`config.mk`:
```
export PLATFORM = sky130hd
export DESIGN_NAME = can_sc_cfg
export DESIGN_NICKNAME = d
export VERILOG_FILES = /design/src/rtl/can_sc_pkg.sv /design/src/rtl/can_sc_cfg.sv
export SDC_FILE = /design/constraint.sdc
export NUM_CORES = 1
export LEC_CHECK = 0
export BUFFER_PORTS_ARGS = -buffer_cell sky130_fd_sc_hd__buf_4
export CAP_MARGIN = 30
export CORE_MARGIN = 1
export CORE_UTILIZATION = 45
export CTS_BUF_LIST = sky130_fd_sc_hd__clkbuf_4 sky130_fd_sc_hd__clkbuf_8
export CTS_CLUSTER_SIZE = 40
export DETAILED_ROUTE_END_ITERATION = 7
export PLACE_DENSITY = 0.71
export SLEW_MARGIN = 0
export SYNTH_ARGS = -nofsm -noshare
export SYNTH_HDL_FRONTEND = slang
export SYNTH_SLANG_ARGS = --single-unit
```
`constraint.sdc`:
```
create_clock -name clk -period 2.7 [get_ports clk]
set_input_delay 0.54 -clock clk [delete_from_list [all_inputs] [get_ports clk]]
set_output_delay 0.54 -clock clk [all_outputs]
set_load 0.02 [all_outputs]
```
`src/rtl/can_sc_pkg.sv`:
```
// ----------------------------------------------------------------------------
// can_sc_pkg
// Shared types, register indexes and field helpers of the CAN signal codec.
// ----------------------------------------------------------------------------
package can_sc_pkg;

  // request kinds
  localparam logic KIND_DECODE = 1'b0;
  localparam logic KIND_ENCODE = 1'b1;

  // configuration register indexes
  typedef enum logic [2:0] {
    REG_START_BIT  = 3'd0,
    REG_BIT_LENGTH = 3'd1,
    REG_BIG_ENDIAN = 3'd2,
    REG_SIGNED     = 3'd3,
    REG_SCALE      = 3'd4,
    REG_INV_SCALE  = 3'd5,
    REG_OFFSET     = 3'd6
  } reg_idx_t;

  localparam int unsigned CFG_IDX_W  = 3;
  localparam int unsigned CFG_DATA_W = 48;

  // live configuration, field length already limited to 64
  typedef struct packed {
    logic [5:0]  start_bit;
    logic [6:0]  len;
    logic        big_endian;
    logic        signed_mode;
    logic [31:0] scale;
    logic [31:0] inv_scale;
    logic [47:0] offset;
  } cfg_t;

  // multiplier operands after the front stages
  typedef struct packed {
    logic        valid;
    logic        kind;
    logic        neg;
    logic [64:0] a;
    logic [32:0] b;
  } front_out_t;

  // full product after the multiplier stages
  typedef struct packed {
    logic        valid;
    logic        kind;
    logic        neg;
    logic [97:0] sum;
  } mul_out_t;

  // ones in the low len bits
  function automatic logic [63:0] len_mask(input logic [6:0] len);
    logic [63:0] m;
    if (len[6]) begin
      m = '1;
    end else begin
      m = (64'd1 << len[5:0]) - 64'd1;
    end
    return m;
  endfunction

  // byte reversal of 16, 32 and 64 bit fields, others pass
  function automatic logic [63:0] swap_field(input logic [63:0] w,
                                             input logic [6:0]  len,
                                             input logic        be);
    logic [63:0] r;
    r = w;
    if (be) begin
      unique case (len)
        7'd16: r = {48'd0, w[7:0], w[15:8]};
        7'd32: r = {32'd0, w[7:0], w[15:8], w[23:16], w[31:24]};
        7'd64: r = {w[7:0], w[15:8], w[23:16], w[31:24],
                    w[39:32], w[47:40], w[55:48], w[63:56]};
        default: r = w;
      endcase
    end
    return r;
  endfunction

endpackage

```
`src/rtl/can_sc_cfg.sv`:
```
// ----------------------------------------------------------------------------
// can_sc_cfg
// Configuration register file of the CAN signal codec.
// ----------------------------------------------------------------------------
module can_sc_cfg (
  input  logic                                  clk,
  input  logic                                  rst,
  input  logic                                  cfg_valid,
  output logic                                  cfg_ready,
  input  logic [can_sc_pkg::CFG_IDX_W-1:0]      cfg_index,
  input  logic [can_sc_pkg::CFG_DATA_W-1:0]     cfg_data,
  output can_sc_pkg::cfg_t                      cfg
);

  logic [5:0]  start_bit;
  logic [6:0]  bit_length;
  logic        big_endian;
  logic        signed_mode;
  logic [31:0] scale_q16;
  logic [31:0] inv_scale_q16;
  logic [47:0] offset_q16;

  // writes are always taken
  assign cfg_ready = 1'b1;

  // register writes by index, unknown indexes ignored
  always_ff @(posedge clk) begin
    if (rst) begin
      start_bit     <= 6'd0;
      bit_length    <= 7'd8;
      big_endian    <= 1'b0;
      signed_mode   <= 1'b0;
      scale_q16     <= 32'd65536;
      inv_scale_q16 <= 32'd65536;
      offset_q16    <= 48'd0;
    end else if (cfg_valid && cfg_ready) begin
      unique case (can_sc_pkg::reg_idx_t'(cfg_index))
        can_sc_pkg::REG_START_BIT:  start_bit     <= cfg_data[5:0];
        can_sc_pkg::REG_BIT_LENGTH: bit_length    <= cfg_data[6:0];
        can_sc_pkg::REG_BIG_ENDIAN: big_endian    <= cfg_data[0];
        can_sc_pkg::REG_SIGNED:     signed_mode   <= cfg_data[0];
        can_sc_pkg::REG_SCALE:      scale_q16     <= cfg_data[31:0];
        can_sc_pkg::REG_INV_SCALE:  inv_scale_q16 <= cfg_data[31:0];
        can_sc_pkg::REG_OFFSET:     offset_q16    <= cfg_data[47:0];
        default: ;
      endcase
    end
  end

  // lengths above 64 act as 64
  always_comb begin
    cfg.start_bit   = start_bit;
    cfg.len         = bit_length[6] ? 7'd64 : bit_length;
    cfg.big_endian  = big_endian;
    cfg.signed_mode = signed_mode;
    cfg.scale       = scale_q16;
    cfg.inv_scale   = inv_scale_q16;
    cfg.offset      = offset_q16;
  end

endmodule

```
# Word level (Yosys, flattened, before mapping)
# Cells that the tools add are included.
# totals
reg_bits	127
output_inout_bits	128
elab_cells	22
input_bits	54
# op_classes
muxes	1
reduce_logical	8
n_eq_ne	6
# ops
op	n
2-bit AND reduction	7
3-bit == test, second input constant	3
7-bit 2-to-1 mux	1
3-bit by 2-bit == test with 1-bit output, second input constant	2
3-bit by 1-bit == test with 1-bit output, second input constant	1
3-bit logical NOT	1

# Longest topological paths before layout
# logic_depth
word_depth	2
ltp_mapped	5
mapped_depth_nobuf	2

# Worst setup path after synthesis
# OpenSTA, ideal clock, no wires.
# synth_timing
path_kind	input-to-reg
startpoint	input cfg_index[2] in the netlist's numbering
endpoint	register start_bit[0]
arrival_ns	1.402
slack_ns	1.172
path_buffers	2
required_ns	2.575
setup_time_ns	0.125
cell_stages	4
path_cell_list	buf_2 > or4b_4 > buf_6 > mux2i_1
# synth_between
elab_chain_cells	2
# synth_lines
item	line_no	source
start, declared	can_sc_cfg.sv:10	input logic [can_sc_pkg::CFG_IDX_W-1:0] cfg_index,
3-bit logical NOT	can_sc_cfg.sv:37	unique case (can_sc_pkg::reg_idx_t'(cfg_index))
2-bit AND reduction (no line)	n/a	
end signal, assigned	can_sc_cfg.sv:38	can_sc_pkg::REG_START_BIT: start_bit <= cfg_data[5:0];
end, declared	can_sc_cfg.sv:15	logic [5:0] start_bit;
# No other way between the ends.
# A chain may end at the register's enable or synchronous reset.

==> impl_metrics.toml <==
[min_path]
hold_class = "input pin to flip-flop"

[synth]
yosys_most_used_dff = "dfxtp_1"
ys_warn_count = 0
synth_area_leaders = "dfxtp_1 48%, mux2i_1 24%, nand2b_1 20%, clkbuf_1 1.5%, buf_4 1.1%"
synth_area_um2 = 5290
synthCells = 489
seq_area_frac_synth = 0.481
async_flop_share = 0
synth_top_cell_by_area = "dfxtp_1"
synthDominantCellAreaShare = 0.481
avgSynthCellArea_um2 = 10.8
syn_nets = 543
ys_types = 16
ys_ff_latch = 127
synth-edff-count = 0

[sta]
setup_tns_ns = 0
setup_viol = 0
slew_viol_final = 0
relSlewSlack = 0.595
rsz0062_at_grt = "false"
whs_ns = 0.382
worstMarginPinSlew_ns = 0.608
timing.final.crit_share = 0.647
hold_violations = 0
fmax_mhz = 572
finalClockSkew_ns = 0
min_period_ns = 1.75

[placement]
hpwl_um = 8220
dpl_cell_area_um2 = 6640
gp_congestion = 0.787
io_buffers = 180

[die]
core-area_um2 = 11400
die-height_um = 110
start_util = 0.463
io_pins = 182
dieArea_um2 = 12200
row_count = 39
die_x_um = 110

[detailed_routing]
routed_wl_um = 12100
dr.pass1.iters = 4
drt_iter0_drc = 161
vias = 3864
antenna_left = 0
via_per_inst = 4.78
drc_errors = 0
wire_per_inst_um = 14.9

[power_and_ir_drop]
power.internal_uw = 3080
p_comb_frac = 0.094
switching_power_uw = 949
power.share.clock = 0.426
leakagePower_uw = 0.00339
p_seq_frac = 0.480
sw_frac_of_total = 0.235
power_density_nw_per_um2 = 571
irDropWorstVdd_v = 0.000285

[outcome]
status = "complete, no violations"

[clock_tree]
cts_tree = "yes"
postCtsSetupRepairBufs = 0
htreeDepth = 4
cts_resized = 0
root_buffer = "clkbuf_8"
clk_pin_slew_ns = 0.07
cts_hold_buffers = 0
insertion_delay_ns = 0.42
cts_sinks = 127
numCtsBuffers = 17
cts_max_path_buffers = 2

[final_layout]
layout-drive-gt1-share = 0.330
fin_util = 0.619
syn2layout_area_growth_pct = 33.8
final_cell_mix = "185 x buf_4, 172 x nand2b_1, 127 x mux2i_1, 127 x dfxtp_1, 23 x clkbuf_8"
final_nets = 707
final_common_cell = "buf_4"
num-fill-cells = 973
n_antenna_cell = 0
stdcell_area_um2 = 7070

[setup_path]
worstSetupEndpointType = "output pin"
crit_arrival_ns = 1.21
cp-start-kind = "flip-flop"
crit_type = "flip-flop to output pin"
path_max_fanout = 8
critPathRequiredTime_ns = 2.16

[grt]
grt_pass1_wl_um = 18100
grt_pass1_vias = 3548
overflow = 0
grt_antenna_before_repair = 0
grtUsageTotal = 0.198
grt_max_degree = 102

[run]
drv_cap = 0
-- cell usage after synthesis (2+ instances only) --
library cell    n
buf_4           8
nand2b_1      172
nand4b_1        3
buf_2           7
mux2i_1       127
nand4bb_1       2
nor2b_1         6
and4b_1         2
nor2_1          5
clkbuf_1       21
buf_6           5
dfxtp_1       127
-- layer usage --
metal / track usage / vias to the layer above / share of wire / wire [um]
li1: - / 1928 / - / -
met5: 0 / - / 0 / 0
met4: 0.0865 / 0 / 0.019 / 234
met1: 0.253 / 1790 / 0.45 / 5500
met2: 0.295 / 129 / 0.45 / 5410
met3: 0.0758 / 17 / 0.078 / 948
-- critical path: stages, from the launching register on --
cell and delay (ns):
dfxtp_1 0.50, nor2b_1 0.11, buf_4 0.17
-- stage by stage --
step | setup WS (ns) | total power (uW) | cells
floorplan | 1.17 | 2200 | 489
global placement | 0.983 | 2350 | 777
detailed placement | 0.957 | 2360 | 777
CTS | 0.916 | 4070 | 809
global route | 0.878 | 4200 | 809
finish | 0.953 | 4030 | 809
-- sequential cells by signal (all words and copies together) (netlist names) --
signal	flops
big_endian	1
inv_scale_q16	32
signed_mode	1
start_bit	6
scale_q16	32
bit_length	7
offset_q16	48
-- power by group through the flow --
stage	logic, uW	registers [uW]	clock network, uW
2_1_floorplan	179	2020	0
3_3_place_gp	374	1980	0
3_5_place_dp	381	1980	0
4_1_cts	382	1940	1750
5_1_grt	406	1940	1850
6_report	378	1940	1720
-- worst paths after layout --
| check | to | start | slack, ns | cells after the start |
|---|---|---|---|---|
| worst max-delay path | cfg[116] | bit_length[6] | 0.95 | 2 |
| worst min-delay path | bit_length[3] | cfg_data[3] | 0.38 | 3 |
| worst max register to register | bit_length[6] | bit_length[6] | 1.91 | 2 |
| worst min register to register | offset_q16[45] | offset_q16[45] | 0.47 | 2 |
-- area by class of cell --
cell class,instances,area (um2),area share
clock buffers,24,324,0.0458
clock inverters,8,103,0.0145
multi-input cells,321,2510,0.355
flip-flops and latches,127,2540,0.360
well taps,143,179,0.0253
repair buffers,186,1410,0.199
-- cell families (layout without fill, tap and decap cells) --
kind of cell	Yosys count	after routing	share of synthesized area
buffers and inverters	41	218	0.0436
multiplexers	127	127	0.241
flip-flops	127	127	0.481
AND/OR/NAND/NOR	193	193	0.234
other	1	1	0.000710
No activity file was read; power rests on OpenSTA's default activity.
