--- src/rtl/can_sc_pkg.sv ---
// ----------------------------------------------------------------------------
// can_sc_pkg
// Shared types, register indexes and field helpers of the CAN signal codec.
// ----------------------------------------------------------------------------
package can_sc_pkg;

  // request kinds
  localparam logic KIND_DECODE = 1'b0;
  localparam logic KIND_ENCODE = 1'b1;

  // configuration register indexes
  typedef enum logic [2:0] {
    REG_START_BIT  = 3'd0,
    REG_BIT_LENGTH = 3'd1,
    REG_BIG_ENDIAN = 3'd2,
    REG_SIGNED     = 3'd3,
    REG_SCALE      = 3'd4,
    REG_INV_SCALE  = 3'd5,
    REG_OFFSET     = 3'd6
  } reg_idx_t;

  localparam int unsigned CFG_IDX_W  = 3;
  localparam int unsigned CFG_DATA_W = 48;

  // live configuration, field length already limited to 64
  typedef struct packed {
    logic [5:0]  start_bit;
    logic [6:0]  len;
    logic        big_endian;
    logic        signed_mode;
    logic [31:0] scale;
    logic [31:0] inv_scale;
    logic [47:0] offset;
  } cfg_t;

  // multiplier operands after the front stages
  typedef struct packed {
    logic        valid;
    logic        kind;
    logic        neg;
    logic [64:0] a;
    logic [32:0] b;
  } front_out_t;

  // full product after the multiplier stages
  typedef struct packed {
    logic        valid;
    logic        kind;
    logic        neg;
    logic [97:0] sum;
  } mul_out_t;

  // ones in the low len bits
  function automatic logic [63:0] len_mask(input logic [6:0] len);
    logic [63:0] m;
    if (len[6]) begin
      m = '1;
    end else begin
      m = (64'd1 << len[5:0]) - 64'd1;
    end
    return m;
  endfunction

  // byte reversal of 16, 32 and 64 bit fields, others pass
  function automatic logic [63:0] swap_field(input logic [63:0] w,
                                             input logic [6:0]  len,
                                             input logic        be);
    logic [63:0] r;
    r = w;
    if (be) begin
      unique case (len)
        7'd16: r = {48'd0, w[7:0], w[15:8]};
        7'd32: r = {32'd0, w[7:0], w[15:8], w[23:16], w[31:24]};
        7'd64: r = {w[7:0], w[15:8], w[23:16], w[31:24],
                    w[39:32], w[47:40], w[55:48], w[63:56]};
        default: r = w;
      endcase
    end
    return r;
  endfunction

endpackage

--- src/rtl/can_sc_front.sv ---
// ----------------------------------------------------------------------------
// can_sc_front
// Field extraction / offset removal and sign-magnitude operand stages.
// ----------------------------------------------------------------------------
module can_sc_front (
  input  logic                   clk,
  input  logic                   rst,
  input  can_sc_pkg::cfg_t       cfg,
  input  logic                   accept,
  input  logic                   kind,
  input  logic [63:0]            payload,
  input  logic [63:0]            physical_value,
  output can_sc_pkg::front_out_t fo
);

  logic        s1_valid;
  logic        s1_kind;
  logic [64:0] s1_word;

  logic [63:0] field_mask;
  logic [63:0] max_neg;
  logic [63:0] raw;
  logic [63:0] raw_sw;
  logic [64:0] diff;
  logic [64:0] word_next;

  logic        sign_hit;
  logic [64:0] dec_a;
  logic        dneg;
  logic [63:0] mag;
  logic        ineg;
  logic [31:0] imag;

  // stage 1: pick the field or subtract the offset
  always_comb begin
    field_mask = can_sc_pkg::len_mask(cfg.len);
    max_neg    = field_mask ^ (field_mask >> 1);
    raw        = (payload >> cfg.start_bit) & field_mask;
    raw_sw     = can_sc_pkg::swap_field(raw, cfg.len, cfg.big_endian);
    diff       = {physical_value[63], physical_value}
               - {{17{cfg.offset[47]}}, cfg.offset};
    word_next  = (kind == can_sc_pkg::KIND_ENCODE) ? diff : {1'b0, raw_sw};
  end

  always_ff @(posedge clk) begin
    if (rst) begin
      s1_valid <= 1'b0;
    end else begin
      s1_valid <= accept;
    end
  end

  always_ff @(posedge clk) begin
    s1_kind <= kind;
    s1_word <= word_next;
  end

  // stage 2: signed raw for decode, magnitudes for encode
  always_comb begin
    sign_hit = cfg.signed_mode & (|(s1_word[63:0] & max_neg));
    dec_a    = sign_hit ? {1'b1, s1_word[63:0] | ~field_mask}
                        : {1'b0, s1_word[63:0]};
    dneg     = s1_word[64];
    mag      = dneg ? (~s1_word[63:0] + 64'd1) : s1_word[63:0];
    ineg     = cfg.inv_scale[31];
    imag     = ineg ? (~cfg.inv_scale + 32'd1) : cfg.inv_scale;
  end

  always_ff @(posedge clk) begin
    if (rst) begin
      fo.valid <= 1'b0;
    end else begin
      fo.valid <= s1_valid;
    end
    fo.kind <= s1_kind;
    if (s1_kind == can_sc_pkg::KIND_ENCODE) begin
      fo.neg <= dneg ^ ineg;
      fo.a   <= {1'b0, mag};
      fo.b   <= {1'b0, imag};
    end else begin
      fo.neg <= 1'b0;
      fo.a   <= dec_a;
      fo.b   <= {cfg.scale[31], cfg.scale};
    end
  end

endmodule

--- config.mk ---
export PLATFORM = sky130hd
export DESIGN_NAME = can_sc_front
export DESIGN_NICKNAME = d
export VERILOG_FILES = /design/src/rtl/can_sc_pkg.sv /design/src/rtl/can_sc_front.sv
export SDC_FILE = /design/constraint.sdc
export NUM_CORES = 1
export LEC_CHECK = 0
export CORE_MARGIN = 3
export CORE_UTILIZATION = 55
export DETAILED_ROUTE_END_ITERATION = 8
export DONT_BUFFER_PORTS = 1
export PLACE_DENSITY = 0.7
export RECOVER_POWER = 25
export SLEW_MARGIN = 20
export SYNTH_ARGS = -nofsm -noshare
export SYNTH_HDL_FRONTEND = slang
export SYNTH_SLANG_ARGS = --single-unit
export TNS_END_PERCENT = 20
--- constraint.sdc ---
create_clock -name clk -period 6.45 [get_ports clk]
set_input_delay 1.29 -clock clk [delete_from_list [all_inputs] [get_ports clk]]
set_output_delay 1.29 -clock clk [all_outputs]
set_load 0.01 [all_outputs]
Yosys cells after proc, flatten, opt, wreduce, memory -nomap -nowiden

Cells that the tools add are included.

$add $sub $neg: 4
Eq/ne operators: 3
Shifts and indexed selects: 2
Muxes and demuxes: 8
Bitwise operators: 9
Reduce and logical (&&, ||, !) cells: 1

Operators with widths:

| kind                  | number |
|---|---|
| $mux 64               | 4 |
| $pmux 64 s3           | 1 |
| $and 64x64->64        | 2 |
| $not 64->64           | 2 |
| $mux 97               | 1 |
| $mux 65               | 1 |
| $sub 64x48->65        | 1 |
| $add 64x1->64 const B | 1 |
| $or 64x64->64         | 1 |
| $reduce_or 64->1      | 1 |
| $shl 1x6->64 const A  | 1 |
| $shr 64x6->64         | 1 |
| $sub 64x1->64 const B | 1 |
| $xor 64x63->64        | 1 |
| $add 32x1->32 const B | 1 |
| $mux 32               | 1 |
| $not 32->32           | 1 |
| $eq 7x5->1 const B    | 1 |
| $eq 7x6->1 const B    | 1 |
| $eq 7x7->1 const B    | 1 |
| $and 1x1->1           | 1 |
| $xor 1x1->1           | 1 |

Bits in registers: 168

Logic depth before layout (Yosys ltp)

Word-level depth: 9
Mapped depth: 21

Worst setup path after synthesis

No wires, ideal clock.

Path kind: input -> register
Start: input port cfg[116] (netlist name)
End: register fo[61] (netlist name)
Setup time: 0.149 ns
Arrival time: 5.762 ns
Setup slack: 0.539 ns
Stages: 17
Buffers on the path: 3
Cell sequence: buf_6 -> or4_1 -> nor2_1 -> clkinv_1 -> ha_1 -> or4_1 -> a211oi_1 -> nor2_1 -> xnor2_1 -> a2111oi_0 -> nand4_1 -> or4_1 -> or4_1 -> a211oi_2 -> buf_6 -> buf_12 -> o41ai_2

Cells in the longest elaborated chain, start to end: 9

RTL lines:

| element          | RTL line           | RTL |
|---|---|---|
| start, declared  | can_sc_front.sv:8  | `input can_sc_pkg::cfg_t cfg,` |
| $shl 1x6->64 *   | can_sc_pkg.sv:59   | `m = (64'd1 << len[5:0]) - 64'd1;` |
| $sub 64x1->64 *  | can_sc_pkg.sv:59   |  |
| $mux 64 *        | can_sc_pkg.sv:56   | `if (len[6]) begin` |
| $xor 64x63->64   | can_sc_front.sv:37 | `max_neg = field_mask ^ (field_mask >> 1);` |
| $and 64x64->64   | can_sc_front.sv:60 | `sign_hit = cfg.signed_mode & (\|(s1_word[63:0] & max_neg));` |
| $reduce_or 64->1 | can_sc_front.sv:60 |  |
| $and 1x1->1      | can_sc_front.sv:60 |  |
| $mux 65 *        | can_sc_front.sv:61 | `dec_a = sign_hit ? {1'b1, s1_word[63:0] \| ~field_mask}` |
| $mux 97 *        | can_sc_front.sv:76 | `if (s1_kind == can_sc_pkg::KIND_ENCODE) begin` |
| end, declared    | can_sc_front.sv:13 | `output can_sc_pkg::front_out_t fo` |

Mark *: on every way between the ends. The rest lies on a longest branch, timed or not.
A chain may end at the register's enable or synchronous reset.

Final worst setup path

Start: input port cfg[114] (netlist name)
End: register fo[34] (netlist name)

Same word-level chain as after synthesis.

==> impl_metrics.env <==
export IMPL_h_tree_depth=4
export IMPL_worstSkewPairLatency_ns=0.46
export IMPL_share_of_the_clock_period_used_by_the_worst_path_pct=89.8
export IMPL_post_place_cells=2841
export IMPL_clk_pin_slew_worst_paths_ns=0.07
export IMPL_post_drt_via_cell_ratio=7.33
export IMPL_synth_edf_count=0
export IMPL_start_util_pct=56.4
export IMPL_p_int_mw=2.35
export IMPL_synth_nets=2868
export IMPL_drv_cap=1
export IMPL_routabilityCongestion=1.12
export IMPL_net_switching_power_mw=1.80
export IMPL_cts_tree="yes"
export IMPL_seq_power_share_pct=37.0
export IMPL_die_w_um=192
export IMPL_buffer_ports_inserted=0
export IMPL_path_buf_inv=3
export IMPL_cts_hold_fix_buffers=0
export IMPL_max_slew_margin_pct=-77.0
export IMPL_timing_hold_violations_final=0
export IMPL_placed_cell_area_um2=19100
export IMPL_async_reset_ff_share_pct=0
export IMPL_synthDistinctLibCells=112
export IMPL_post_cts_buffers=0
export IMPL_ant_nets=0
export IMPL_netlist_area_um2=19100
export IMPL_post_dp_hpwl_um=66500
export IMPL_synth_warning_count=0
export IMPL_postSynthAreaPerCell_um2=7.52
export IMPL_critPathTopFamily="simple AND/OR/NAND/NOR gates"
export IMPL_yosysSeqAreaShare_pct=17.6
export IMPL_wire_length_of_the_first_global_routing_pass_um=123000
export IMPL_postCtsResizedCells=0
export IMPL_worst_slew_pin_slew_ns=2.66
export IMPL_nets=2740
export IMPL_total_leakage_power_nw=7.74
export IMPL_grt_setup_unrepaired="false"
export IMPL_layout_area_overhead_vs_synth_pct=3.55
export IMPL_timing_critical_path_slowest_stage_cell="or4_1"
export IMPL_setup_tns_final_ns=0
export IMPL_failed_checks="capacitance limit, slew limit"
export IMPL_timing_hold_worst_class="flop to flop"
export IMPL_report_final_slew_viol_count=70
export IMPL_fp_coreArea_um2=33900
export IMPL_timing_critical_path_fanout_max=44
export IMPL_grt_pass1_vias=19200
export IMPL_cts_made_buffers=17
export IMPL_max_freq_mhz=173
export IMPL_detail_route_first_pass_iterations=7
export IMPL_cts_path_max_buffers=2
export IMPL_ir_worst_vdd_uv=157
export IMPL_critPathRequiredTime_ns=6.74
export IMPL_die_area_um2=37000
export IMPL_finish_utilization_pct=58.4
export IMPL_num_vias=21100
export IMPL_clock_group_share_of_total_power_pct=27.0
export IMPL_highest_cell_delay_on_the_worst_timing_path_ns=0.58
export IMPL_layout_cells_most_common="nand2_1"
export IMPL_clock_sinks=168
export IMPL_power_frac_comb_pct=36.0
export IMPL_maximum_number_of_pins_on_one_net_before_global_route_repair=91
export IMPL_layout_cells_non_filler=2876
export IMPL_critical_path_top_cell_by_count="or4_1"
export IMPL_pd_cells_nw_per_um2=210
export IMPL_postSynthRegisterBits=168
export IMPL_std_cell_rows=67
export IMPL_layout_common_cells="nand2_1 (308), nor2_1 (245), a21oi_1 (225)"
export IMPL_post_drt_wl_per_cell_um=29.7
export IMPL_finalSetupViolations=0
export IMPL_switching_share_pct=43.5
export IMPL_critical_path_endpoint_type="flop"
export IMPL_overflow=0
export IMPL_cts_root_buf="clkbuf_16"
export IMPL_fin_area_um2=19800
export IMPL_synthesized_instance_count=2541
export IMPL_ios=360
export IMPL_wirelength_um=85500
export IMPL_die_h_um=192
export IMPL_cp_cell_sequence="or4_1, nor2_1, clkinv_1, ha_1, or4_1, a211oi_1, nor2_1, xnor2_1, a2111oi_0, buf_4, nand4_1, or4_1, or4_1, a211oi_4, buf_12, o41ai_1"
export IMPL_postSynth_topFlopCell="dfxtp_1"
export IMPL_timing_critical_path_from_type="primary input"
export IMPL_final_setup_skew_ns=0.0279
export IMPL_cp_data_arrival_time_ns=6.08
export IMPL_outcome="finished, violations left"
export IMPL_finalCriticalPeriod_ns=5.79
export IMPL_global_route_usage_total_pct=44.3
export IMPL_drt_iter0_markers=2893
export IMPL_final_layout_size_suffix_gt1_share_pct=11.3
export IMPL_antenna_found_initial=5
export IMPL_drc=0
export IMPL_worstSetupPathType="primary input to flop"
-- metal layers --
layer  wire (um)  vias to the layer above  share of wire, %  global-route usage (%)
met5         162                        -              0.19                    1.65
met4        6370                       10               7.5                    25.7
met3       11200                      381                13                    12.5
met2       35900                     1722                42                    65.4
met1       31800                     9842                37                    57.5
li1            -                     9113                 -                       -
-- registers in the layout, indices dropped and copies added, names as in the netlist --
| register | cells |
|---|---|
| fo | 101 |
| s1_word | 65 |
| s1_kind | 1 |
| s1_valid | 1 |
-- power groups by stage --
stage               combinational, mW  sequential [mW]  clock [mW]
CTS                              1.42             1.52        1.11
detailed placement               1.42             1.54           0
finish                           1.49             1.54        1.12
floorplan                        1.11             1.39           0
global placement                 1.40             1.54           0
global route                     1.57             1.54        1.15
-- cells in the mapped netlist, types with 24 or more instances --
master | number | area [um2]
nand2_1 | 308 | 1160
nor2_1 | 245 | 920
a21oi_1 | 225 | 1130
dfxtp_1 | 168 | 3360
o21ai_0 | 164 | 821
clkbuf_1 | 126 | 473
inv_1 | 93 | 349
xor2_1 | 88 | 771
xnor2_1 | 83 | 727
ha_1 | 67 | 838
mux4_2 | 63 | 1420
nand3_1 | 54 | 270
mux2i_1 | 50 | 500
nor3_1 | 48 | 240
a21o_1 | 42 | 315
o22ai_1 | 36 | 225
a211oi_1 | 33 | 248
a31oi_1 | 32 | 200
o41ai_2 | 31 | 504
o31ai_1 | 27 | 203
buf_1 | 26 | 97.6
a221oi_1 | 24 | 210
and2_1 | 24 | 150
-- kinds of logic after synthesis --
group	Yosys count	synth area share, %
muxes	136	11.4
and+or+nand+nor	890	22.1
buffers and inverters	287	6.74
xor gates and xnor gates	171	7.84
adders and majority gates	68	4.49
AOI/OAI and AO/OA	821	29.8
DFF	168	17.6
-- final cells by class --
cell class / count / area, um2
flip-flops and latches: 168 / 3360
diodes: 2 / 5.00
repair buffers: 43 / 344
fillers: 3169 / 14100
multi-input cells: 2086 / 14500
clock inverters: 15 / 216
clock buffers: 17 / 425
inverters: 97 / 364
well taps: 448 / 561
-- through the flow --
stage / total power, mW / hold slack, ns / worst slack [ns]
3_5_place_dp: 2.96 / 0.434 / 0.295
3_3_place_gp: 2.94 / 0.416 / 0.432
6_report: 4.15 / 0.448 / 0.658
5_1_grt: 4.26 / 0.456 / 0.415
2_1_floorplan: 2.50 / 0.378 / 0.539
4_1_cts: 4.05 / 0.450 / 0.741
-- worst paths after layout --
kind | from | endpoint | slack, ns | cells after the start
worst min-delay path | s1_valid$_SDFF_PP0_ | fo[100]$_SDFF_PP0_ | 0.45 | 1
worst max register to register | s1_word[12]$_DFF_P_ | fo[93]$_DFF_P_ | 1.92 | 10
worst max-delay path | cfg[114] | fo[34]$_DFF_P_ | 0.66 | 16
worst min register to register | s1_valid$_SDFF_PP0_ | fo[100]$_SDFF_PP0_ | 0.45 | 1
Note: power is estimated with default switching activity, not from simulation.
