===== config.mk =====
export PLATFORM = sky130hd
export DESIGN_NAME = can_sc_back
export DESIGN_NICKNAME = d
export VERILOG_FILES = /design/src/rtl/can_sc_pkg.sv /design/src/rtl/can_sc_back.sv
export SDC_FILE = /design/constraint.sdc
export NUM_CORES = 1
export LEC_CHECK = 0
export BUFFER_PORTS_ARGS = -buffer_cell sky130_fd_sc_hd__buf_2
export CAP_MARGIN = 20
export CORE_UTILIZATION = 45
export DETAILED_ROUTE_END_ITERATION = 7
export GPL_TIMING_DRIVEN = 0
export PLACE_DENSITY = 0.67
export SLEW_MARGIN = 20
export SYNTH_ARGS = -nofsm -noshare
export SYNTH_HDL_FRONTEND = slang
export SYNTH_SLANG_ARGS = --single-unit
export TNS_END_PERCENT = 1

===== constraint.sdc =====
create_clock -name clk -period 5.9 [get_ports clk]
set_clock_uncertainty 0.2 [all_clocks]
set_input_delay 0 -clock clk [delete_from_list [all_inputs] [get_ports clk]]
set_output_delay 0 -clock clk [all_outputs]
set_load 0.05 [all_outputs]

===== src/rtl/can_sc_pkg.sv =====
// ----------------------------------------------------------------------------
// can_sc_pkg
// Shared types, register indexes and field helpers of the CAN signal codec.
// ----------------------------------------------------------------------------
package can_sc_pkg;

  // request kinds
  localparam logic KIND_DECODE = 1'b0;
  localparam logic KIND_ENCODE = 1'b1;

  // configuration register indexes
  typedef enum logic [2:0] {
    REG_START_BIT  = 3'd0,
    REG_BIT_LENGTH = 3'd1,
    REG_BIG_ENDIAN = 3'd2,
    REG_SIGNED     = 3'd3,
    REG_SCALE      = 3'd4,
    REG_INV_SCALE  = 3'd5,
    REG_OFFSET     = 3'd6
  } reg_idx_t;

  localparam int unsigned CFG_IDX_W  = 3;
  localparam int unsigned CFG_DATA_W = 48;

  // live configuration, field length already limited to 64
  typedef struct packed {
    logic [5:0]  start_bit;
    logic [6:0]  len;
    logic        big_endian;
    logic        signed_mode;
    logic [31:0] scale;
    logic [31:0] inv_scale;
    logic [47:0] offset;
  } cfg_t;

  // multiplier operands after the front stages
  typedef struct packed {
    logic        valid;
    logic        kind;
    logic        neg;
    logic [64:0] a;
    logic [32:0] b;
  } front_out_t;

  // full product after the multiplier stages
  typedef struct packed {
    logic        valid;
    logic        kind;
    logic        neg;
    logic [97:0] sum;
  } mul_out_t;

  // ones in the low len bits
  function automatic logic [63:0] len_mask(input logic [6:0] len);
    logic [63:0] m;
    if (len[6]) begin
      m = '1;
    end else begin
      m = (64'd1 << len[5:0]) - 64'd1;
    end
    return m;
  endfunction

  // byte reversal of 16, 32 and 64 bit fields, others pass
  function automatic logic [63:0] swap_field(input logic [63:0] w,
                                             input logic [6:0]  len,
                                             input logic        be);
    logic [63:0] r;
    r = w;
    if (be) begin
      unique case (len)
        7'd16: r = {48'd0, w[7:0], w[15:8]};
        7'd32: r = {32'd0, w[7:0], w[15:8], w[23:16], w[31:24]};
        7'd64: r = {w[7:0], w[15:8], w[23:16], w[31:24],
                    w[39:32], w[47:40], w[55:48], w[63:56]};
        default: r = w;
      endcase
    end
    return r;
  endfunction

endpackage


===== src/rtl/can_sc_back.sv =====
// ----------------------------------------------------------------------------
// can_sc_back
// Offset add / field range clamp, then saturation and payload packing.
// ----------------------------------------------------------------------------
module can_sc_back (
  input  logic                 clk,
  input  logic                 rst,
  input  can_sc_pkg::cfg_t     cfg,
  input  can_sc_pkg::mul_out_t mo,
  output logic                 done,
  output logic [63:0]          decoded_value,
  output logic [63:0]          encoded_payload,
  output logic                 saturated
);

  localparam logic [63:0] MIN64 = {1'b1, 63'd0};
  localparam logic [63:0] MAX64 = {1'b0, {63{1'b1}}};

  logic [63:0] field_mask;
  logic [63:0] max_pos;
  logic [63:0] max_neg;
  logic [97:0] total;
  logic [63:0] q;
  logic        rneg;
  logic [63:0] lim;
  logic [63:0] qc;
  logic        enc_sat;
  logic        enc_neg;

  logic        s5_valid;
  logic        s5_kind;
  logic [97:0] s5_word;
  logic        s5_sat;
  logic        s5_neg;

  logic        fits;
  logic [63:0] dec_res;
  logic [63:0] val;
  logic [63:0] enc_res;

  // stage 5: decode offset add, encode clamp to the field range
  always_comb begin
    field_mask = can_sc_pkg::len_mask(cfg.len);
    max_pos    = field_mask >> 1;
    max_neg    = field_mask ^ max_pos;
    total      = mo.sum + {{50{cfg.offset[47]}}, cfg.offset};
    q          = mo.sum[95:32];
    rneg       = mo.neg & (q != 64'd0);
    enc_neg    = 1'b0;
    if (!cfg.signed_mode) begin
      lim = field_mask;
      if (rneg) begin
        qc      = 64'd0;
        enc_sat = 1'b1;
      end else begin
        enc_sat = q > lim;
        qc      = enc_sat ? lim : q;
      end
    end else begin
      lim     = rneg ? max_neg : max_pos;
      enc_sat = q > lim;
      qc      = enc_sat ? lim : q;
      enc_neg = rneg;
    end
  end

  always_ff @(posedge clk) begin
    if (rst) begin
      s5_valid <= 1'b0;
    end else begin
      s5_valid <= mo.valid;
    end
  end

  always_ff @(posedge clk) begin
    s5_kind <= mo.kind;
    if (mo.kind == can_sc_pkg::KIND_ENCODE) begin
      s5_word <= {34'd0, qc};
      s5_sat  <= enc_sat;
      s5_neg  <= enc_neg;
    end else begin
      s5_word <= total;
      s5_sat  <= 1'b0;
      s5_neg  <= 1'b0;
    end
  end

  // stage 6: decode saturation, encode negate, mask, swap and place
  always_comb begin
    fits    = (&s5_word[97:63]) | ~(|s5_word[97:63]);
    dec_res = fits ? s5_word[63:0] : (s5_word[97] ? MIN64 : MAX64);
    val     = s5_neg ? (~s5_word[63:0] + 64'd1) : s5_word[63:0];
    enc_res = can_sc_pkg::swap_field(val & field_mask, cfg.len, cfg.big_endian)
              << cfg.start_bit;
  end

  always_ff @(posedge clk) begin
    if (rst) begin
      done <= 1'b0;
    end else begin
      done <= s5_valid;
    end
  end

  always_ff @(posedge clk) begin
    if (s5_kind == can_sc_pkg::KIND_ENCODE) begin
      decoded_value   <= 64'd0;
      encoded_payload <= enc_res;
      saturated       <= s5_sat;
    end else begin
      decoded_value   <= dec_res;
      encoded_payload <= 64'd0;
      saturated       <= ~fits;
    end
  end

endmodule


[Word level (Yosys, flattened, before mapping)]
Index checks and enable logic that the tools add are counted.
Word-level totals
  bits in registers: 232
  output and inout bits: 130
Operators by class
  add/sub/neg operators: 3
  order comparisons: 2
  eq/ne operators: 3
  shifts and indexed selects: 2
  multiplexer cells: 15
  bitwise logic cells: 7
  reductions and logical operators: 4
Operator list (count)
  two-way mux 64 bit: 11
  one-hot mux 64 bit (3 select lines): 1
  > comparator 64 bit: 2
  adder 98 bit: 1
  adder 64 x 1 -> 64 bit, second input constant: 1
  AND 64 bit: 1
  NOT 64 bit: 1
  nonzero test 64 bit: 1
  << shifter 1 x 6 -> 64 bit, first input constant: 1
  << shifter 64 x 6 -> 64 bit: 1
  subtractor 64 x 1 -> 64 bit, second input constant: 1
  XOR 64 x 63 -> 64 bit: 1
  AND reduction 35 bit: 1
  OR reduction 35 bit: 1
  == test 7 x 5 -> 1 bit, second input constant: 1
  == test 7 x 6 -> 1 bit, second input constant: 1
  == test 7 bit, second input constant: 1
  two-way mux 1 bit: 3
  NOT 1 bit: 2
  AND reduction 2 bit: 1
  AND 1 bit: 1
  OR 1 bit: 1

[Logic depth before layout (Yosys ltp)]
Gate-level depths: netlist of the first run.
  depth in word-level cells: 9
  depth in mapped cells: 30
  depth with buffers taken out: 24

[Worst setup path after synthesis of the first run]
Ideal clock, no wire load.
  path kind: input -> register
  start: input port cfg[119] in the netlist's numbering
  end: register s5_word[11]
  setup time: 80 ps
  data arrival time: 5842 ps
  required time: 5620 ps
  slack: -221 ps
  cell stages on the path: 29
  cell sequence: clkbuf_2 > clkbuf_1 > clkbuf_1 > buf_2 > buf_1 > or4b_2 > ha_1 > clkbuf_1 > o21a_1 > buf_2 > o211ai_1 > o21ai_0 > a21oi_1 > xnor2_1 > ha_1 > a21o_1 > a21o_1 > a21o_1 > a21o_1 > a21oi_1 > nor2_1 > a211oi_1 > o2111ai_1 > o21a_1 > a2111oi_0 > clkbuf_1 > clkbuf_1 > nand2_1 > a22oi_1
Between the ends
  longest elaborated chain between the ends: 9
  elaborated cells between the ends (all ways): 12
  those cells by class: 1 x add/sub; 2 x order compare; 1 x shift; 7 x mux; 1 x bitwise
RTL lines
  start, declared: line can_sc_back.sv:8  | input can_sc_pkg::cfg_t cfg,
  << shifter 1 x 6 -> 64 bit *: line can_sc_pkg.sv:59  | m = (64'd1 << len[5:0]) - 64'd1;
  subtractor 64 x 1 -> 64 bit *: line can_sc_pkg.sv:59
  two-way mux 64 bit *: line can_sc_pkg.sv:56  | if (len[6]) begin
  XOR 64 x 63 -> 64 bit: line can_sc_back.sv:45  | max_neg = field_mask ^ max_pos;
  two-way mux 64 bit: line can_sc_back.sv:60  | lim = rneg ? max_neg : max_pos;
  > comparator 64 bit: line can_sc_back.sv:61  | enc_sat = q > lim;
  two-way mux 64 bit: line can_sc_back.sv:62  | qc = enc_sat ? lim : q;
  two-way mux 64 bit *: line can_sc_back.sv:50  | if (!cfg.signed_mode) begin
  two-way mux 64 bit *: line can_sc_back.sv:77  | if (mo.kind == can_sc_pkg::KIND_ENCODE) begin
  end signal, assigned: line can_sc_back.sv:78  | s5_word <= {34'd0, qc};
  end signal, assigned: line can_sc_back.sv:82  | s5_word <= total;
  end, declared: line can_sc_back.sv:32  | logic [97:0] s5_word;
Mark *: on every way between the ends. The rest lies on a longest branch, timed or not.
A chain may end at the register's enable or synchronous reset.

[Worst setup path after layout of the first run]
  start: input port cfg[116] in the netlist's numbering
  end: register s5_word[32]
The elaborated chain is that of the path after synthesis.

==> impl_results.md, run 1 <==
* Multi-input gate area at 21,200 µm²
* H-Tree Depth at 1
* #FFs+latches synth at 232
* Area of the mapped netlist at 26,500 µm²
* Area Overhead vs Synth at 21.1%
* TritonCTS clock tree: built
* Crit path DAT at 6.37 ns
* Area leader, netlist: dfxtp_1
* Total number of vias at 32,600
* Register area at 4640 µm²
* Buffers on Ports at 292
* CP Max Fanout at 10
* Slew headroom at 0.181
* GPL Wtd Cong at 1.11
* Sequential power share at 0.256
* Syn Inst Count at 3,514
* Global route overflow at 0
* Finished Layout Cells at 4,782
* Setup CP Type: primary input to flop
* Fillers at 5,608
* Residual DRC count at 0
* Initial core utilization at 0.457
* Top cell type's share of synthesized area at 0.175
* Cell variety after synth at 102
* Crit share post-route at 1.04
* Clock slew at reported path FFs at 0.06 ns
* Largest net degree at the start of global routing at 52
* Final worst slack at -0.225 ns
* Top FF cell, synth: dfxtp_1
* Final Instance Area at 32,100 µm²
* Syn avg cell area at 7.55 µm²
* Num CTS Buffers at 25
* Outcome: finished, violations left
* Top cells by area, synth: dfxtp_1, ha_1, a21o_1
* Vias in the first global route at 30,000
* Dpl cells at 4,578
* Die Y at 245 µm
* Clock power share at 0.215
* RSZ-0062 raised after global routing: yes
* CP Launch Type: primary input
* DRT iter0 DRCs at 4,230
* Wire length of the first global-routing pass at 206,000 µm
* Count of final setup violators at 64
* Placement Rows at 88
* Worst r2r dst: encoded_payload[51]
* Nets@finish at 4,454
* Post-synthesis sequential area ratio at 0.175
* R2R depth at 12
* Cell Int Power at 4.10 mW
* Die Area at 59,900 µm²
* Ys async rst share at 0
* P per Cell Area at 241 nW/µm²
* Setup crit end kind: flop
* Violated checks: setup timing
* CORE AREA at 58,000 µm²
* Final wirelength at 145,000 µm
* Root buffer selected by CTS: clkbuf_16
* Core Util, Final at 0.554
* Maximum clock rate at 163 MHz
* WL/cell at 30.3 µm
* RR Startpoint: s5_neg
* Placed cell areas at 29,100 µm²
* Maximum vdd drop at 0.257 mV
* Chip width at 245 µm
* Switch share at 0.470
* Hold WC Path Type: primary input to flop
* Actual slew at the worst max-slew pin at 1.22 ns
* Max Cap Viol at 0
* Layout cell share with drive strength beyond 1 at 0.163
* Minimum clock period at 6.13 ns
* I/O pin count at 360
* Leakage dissipation at 14.0 nW
* Tot GR Track Use at 0.465
* Yosys Warn Count at 0
* Final Hold Viols at 0
* Final Max Slew Viols at 0
* Clock Sink Count at 232
* Net switching power at 3.64 mW
* Min-delay src: mo[81]
* Average vias per placed instance at 6.82
* Worst reg-to-reg setup slack at -0.02 ns
* Clock Latency Late Sink at 0.58 ns
* Syn_nets at 3,972
* Initial antenna violation count at 4
* Number of synthesized flops with an enable pin at 0
* Final antenna-violating net count at 0
* Hpwl dp at 114,000 µm
* Pre-CTS worst setup slack at -3.23 ns
* First drt pass iteration count at 7
* Crit path to: s5_word[32]
* Crit path required time at 6.14 ns
* Worst Setup SP: cfg[116]
* Clock buffer depth at 3
* Comb pwr share at 0.528
## layout by cell type (no fill, tap or decap), types with 29 or more instances in the layout
master,n
ha_1,225
dfxtp_1,232
nand2_1,268
o21ai_0,161
dlygate4sd3_1,137
mux2i_1,103
xnor2_1,102
nor4_1,50
buf_2,320
o21bai_1,34
a21oi_1,262
clkbuf_1,167
buf_4,29
nor2_1,354
nor3_1,88
o221ai_1,36
inv_1,72
o31ai_1,35
nand2b_1,32
xor2_1,104
o22ai_1,46
or3_1,44
a211oi_1,33
mux2_2,65
nand4_1,89
nand3_1,50
a21o_1,186
## state kept, by name (all words and copies together), names as in the netlist
| register | cells |
|---|---|
| s5_word | 98 |
| decoded_value | 64 |
| encoded_payload | 64 |
| done | 1 |
| s5_kind | 1 |
| s5_neg | 1 |
| s5_sat | 1 |
| s5_valid | 1 |
| saturated | 1 |
## cells by family after synthesis
family / after synthesis / share of synthesized area
and+or+nand+nor: 1162 / 0.216
buffers and inverters: 321 / 0.0473
muxes: 191 / 0.0826
xor gates and xnor gates: 208 / 0.0687
DFF: 232 / 0.175
AOI/OAI and AO/OA: 1172 / 0.303
adders and majority gates: 228 / 0.108
## layer usage
layer / GRT usage / vias to the layer above / share of wire
li1: - / 14300 / -
met1: 0.612 / 15300 / 0.40
met2: 0.670 / 2435 / 0.40
met3: 0.119 / 568 / 0.12
met4: 0.294 / 4 / 0.077
met5: 0 / - / 0.00016
## worst max-delay path: stages
cell and delay, ns:
buf_2 0.13, buf_2 0.18, clkbuf_4 0.20, clkbuf_4 0.20
or3_4 0.37, or4b_4 0.56, ha_4 0.21, clkbuf_4 0.20
o21a_1 0.13, clkbuf_4 0.19, nand2_4 0.11, xnor2_1 0.14
a221o_2 0.43, inv_1 0.09, ha_1 0.29, nand4_1 0.14
nor4_2 0.32, nor3b_2 0.34, nand2_1 0.21, o41ai_4 0.43
a31oi_1 0.22, o21ai_2 0.36, buf_4 0.33, o221ai_1 0.19
a21oi_2 0.32, a21oi_1 0.06
## per-stage QoR
step	power (mW)	hold WS (ns)	TNS (ns)
floorplan	4.30	-0.172	0
global placement	5.64	-0.0265	-271.99
detailed placement	5.63	-0.0232	-225.98
CTS	7.47	0.00394	-3.05
global route	7.96	0.0223	-14.20
finish	7.74	0.00136	-5.69
## power by group through the flow
stage | Combinational [mW] | Sequential, mW | Clock [mW]
floorplan | 2.07 | 2.22 | 0
global placement | 3.64 | 2.00 | 0
detailed placement | 3.63 | 2.00 | 0
CTS | 3.84 | 1.97 | 1.67
global route | 4.23 | 1.99 | 1.74
finish | 4.09 | 1.98 | 1.67
## cell type report
type / count / share of cell area
multi-input cells: 2961 / 0.659
flip-flops and latches: 232 / 0.145
repair buffers: 457 / 0.0965
plain buffers: 243 / 0.0348
well taps: 765 / 0.0298
clock buffers: 34 / 0.0218
inverters: 76 / 0.00888
clock inverters: 11 / 0.00463
diodes: 3 / 0.000234
## what timing repair did
action	in CTS	in global routing
pin swaps	8	11
gates resized for setup	106	61
setup endpoints to repair	97	102
hold endpoints to repair	122	0
setup buffers	14	6
hold buffers	137	0
## synth_stat cells (29+ instances only)
library cell  number
a211oi_1          38
a21o_1           186
a21oi_1          272
a221oi_1          29
a22oi_1           44
a31oi_1           32
buf_2             32
clkbuf_1         188
dfxtp_1          232
ha_1             227
inv_1             73
mux2_2            65
mux2i_1          109
nand2_1          271
nand2b_1          32
nand3_1           50
nand4_1           89
nor2_1           357
nor3_1            92
nor4_1            55
o21ai_0          167
o21bai_1          34
o221ai_1          36
o22ai_1           46
o31ai_1           36
or3_1             45
xnor2_1          103
xor2_1           105
## worst min-delay path by stage
stage | end | slack (ns) | cells past startpoint
after global routing | s5_kind | 0.02 | 2
after global placement | done | -0.03 | 2
final | s5_word[81] | 0.001 | 5
after detailed placement | s5_valid | -0.02 | 2
after CTS | s5_word[40] | 0.004 | 4
after floorplan | s5_kind | -0.17 | 0
Note: power is estimated with default switching activity, not from simulation.
==> run 2: changes to the inputs <==
--- a/config.mk
+++ b/config.mk
@@ -5,11 +5,11 @@
 export SDC_FILE = /design/constraint.sdc
 export NUM_CORES = 1
 export LEC_CHECK = 0
-export BUFFER_PORTS_ARGS = -buffer_cell sky130_fd_sc_hd__buf_2
+export BUFFER_PORTS_ARGS = -buffer_cell sky130_fd_sc_hd__clkbuf_2
 export CAP_MARGIN = 20
 export CORE_UTILIZATION = 45
 export DETAILED_ROUTE_END_ITERATION = 7
-export GPL_TIMING_DRIVEN = 0
+export HOLD_SLACK_MARGIN = 0.1
 export PLACE_DENSITY = 0.67
 export SLEW_MARGIN = 20
 export SYNTH_ARGS = -nofsm -noshare
==> impl_results.md, run 2 (synthesis results as in run 1) <==
* Outcome: completed
* Max Cap Viol at 0 (unchanged)
* Worst reg-to-reg setup slack at 0.73 ns (+0.75 ns)
* Fillers at 5,617 (+0.16%)
* P per Cell Area at 240 nW/µm² (-0.28%)
* Min-delay src: mo[81]
* Hold EP: s5_word[49]
* Area Overhead vs Synth at 20.1%
* I/O pin count at 360 (unchanged)
* Wire length of the first global-routing pass at 183,000 µm (-11%)
* Final antenna-violating net count at 0 (unchanged)
* Maximum clock rate at 174 MHz (+6.5%)
* Layout cell share with drive strength beyond 1 at 0.171 (+0.00710)
* Final Hold Viols at 0 (unchanged)
* TritonCTS clock tree: built
* Die Y at 245 µm (unchanged)
* Die Area at 59,900 µm² (unchanged)
* Most frequent cells in the layout: nor2_1, clkbuf_2, nand2_1, a21oi_1, dfxtp_1
* Tot GR Track Use at 0.401 (-0.0640)
* H-Tree Depth at 1 (unchanged)
* Total number of vias at 31,000 (-5.0%)
* Setup crit end kind: flop
* Minimum clock period at 5.75 ns (-0.376 ns)
* Max reg flops at 98 (unchanged)
* Nets@finish at 4,363 (-2.0%)
* Hold WC Path Type: primary input to flop
* Initial core utilization at 0.457 (unchanged)
* CP Launch Type: primary input
* Hold depth at 4 (-1)
* Global route overflow at 0 (unchanged)
* Met3 Use GR at 0.0792 (-0.0396)
* DRT iter0 DRCs at 3,765 (-11%)
* Buffers on Ports at 295 (+1.0%)
* Clock slew at reported path FFs at 0.06 ns (about the same)
* Largest registers: s5_word: 98 flops, decoded_value: 64 flops, encoded_payload: 64 flops
* Root buffer selected by CTS: clkbuf_16
* Final wirelength at 125,000 µm (-14%)
* Clock buffer depth at 3 (unchanged)
* Actual slew at the worst max-slew pin at 1.07 ns (-0.154 ns)
* Postcts setup bufs at 0 (-14)
* WL/cell at 26.6 µm (-12%)
* Placement Rows at 88 (unchanged)
* Count of final setup violators at 0 (-100%)
* Clock Sink Count at 232 (unchanged)
* Average vias per placed instance at 6.61 (-3.2%)
* Leakage dissipation at 14.1 nW (+1.0%)
* Crit path DAT at 6.08 ns (-0.29 ns)
* Setup CP Type: primary input to flop
* CP Max Fanout at 30 (+20)
* Maximum vdd drop at 0.293 mV (+14%)
* Final Max Slew Viols at 0 (unchanged)
* Vias in the first global route at 28,300 (-5.8%)
* R2R depth at 14 (+2)
* First drt pass iteration count at 8 (+1)
* Chip width at 245 µm (unchanged)
* Crit path required time at 6.23 ns (+0.09 ns)
* Met2 usage at 0.609 (-0.0611)
* Commonest non-fill, non-tap cell in the layout: nor2_1
* Most flops, register: s5_word
* Register area at 4650 µm² (about the same)
* Dpl cells at 4,484 (-2.1%)
* Worst Setup SP: mo[77]
* Crit share post-route at 0.974 (-0.0638)
* Clock Latency Late Sink at 0.59 ns (about the same)
* Slew headroom at 0.285 (+0.103)
* CORE AREA at 58,000 µm² (unchanged)
* Routing usage on met1 at 0.529 (-0.0826)
* Core Util, Final at 0.549 (-0.00453)
* Initial antenna violation count at 2 (-2)
* Worst r2r dst: encoded_payload[51]
* Largest net degree at the start of global routing at 64 (+23%)
* Busiest grt layer: met2
* Hpwl dp at 98,100 µm (-14%)
* GPL Wtd Cong at 1.09 (-1.7%)
* Residual DRC count at 0 (unchanged)
* Multi-input gate area at 20,700 µm² (-2.0%)
* RR Startpoint: s5_word[0]
* Num CTS Buffers at 26 (+4.0%)
* Finished Layout Cells at 4,689 (-1.9%)
[run 2: worst max-delay path by stage]
stage / to / slack (ns) / depth (start not counted)
after detailed placement: s5_word[37] / 0.13 / 25
after floorplan: s5_word[11] / 0.004 / 29
after global routing: s5_word[45] / -0.008 / 27
after global placement: s5_word[39] / 0.20 / 25
after CTS: s5_word[37] / 0.15 / 26
final: s5_word[45] / 0.15 / 26
[run 2: report_power, final]
group / switching [mW] / internal (mW)
Clock: 0.711 / 1.02
Sequential: 0.267 / 1.77
Combinational: 2.45 / 1.43
[run 2: critical path: stages]
cell and delay [ns]:
dlygate4sd3_1 0.55, clkbuf_2 0.23, nor4_2 0.48, nand4_1 0.24
o41ai_2 0.33, buf_4 0.24, buf_16 0.23, nor2_1 0.09
xor2_1 0.17, ha_1 0.30, nor2b_1 0.13, o21a_1 0.16
o21a_1 0.16, o21a_1 0.15, o21ai_0 0.15, a21oi_1 0.09
a211oi_1 0.24, buf_4 0.18, o2111ai_1 0.15, o21a_1 0.25
a2111oi_2 0.28, buf_4 0.24, buf_12 0.17, nand2_1 0.07
a22oi_1 0.20, dlygate4sd3_1 0.58
[run 2: final cells by class]
type / instances / share of cell area
Clock inverter: 12 / 0.00573
Inverter: 76 / 0.00895
Timing Repair Buffer: 608 / 0.136
Tap cell: 765 / 0.0300
Antenna cell: 1 / 0.0000785
Clock buffer: 34 / 0.0223
Sequential cell: 232 / 0.146
Multi-Input combinational cell: 2961 / 0.651
[run 2: through the flow]
stage	power, mW	TNS [ns]	cell area (µm²)	worst slack, ns	hold WS (ns)
after floorplan	4.30	0	26500	0.00383	-0.172
after global placement	5.61	0	29300	0.204	-0.0243
after detailed placement	5.60	0	29300	0.133	-0.0222
after CTS	7.50	0	31800	0.151	0.144
after global routing	7.95	-0.0200	31900	-0.00847	0.182
final	7.65	0	31900	0.151	0.161
[run 2: per-layer routing]
| metal | vias to the layer above | wire (µm) |
|---|---|---|
| met3 | 406 | 12500 |
| met5 | - | 13 |
| met1 | 14600 | 51400 |
| met4 | 2 | 8390 |
| met2 | 1907 | 52600 |
| li1 | 14100 | - |
[run 2: timing repair]
action / 4_1_cts / 5_1_grt
gates resized for setup: 0 / 15
hold buffers: 157 / 0
hold endpoints to repair: 150 / 0
setup endpoints to repair: 0 / 63
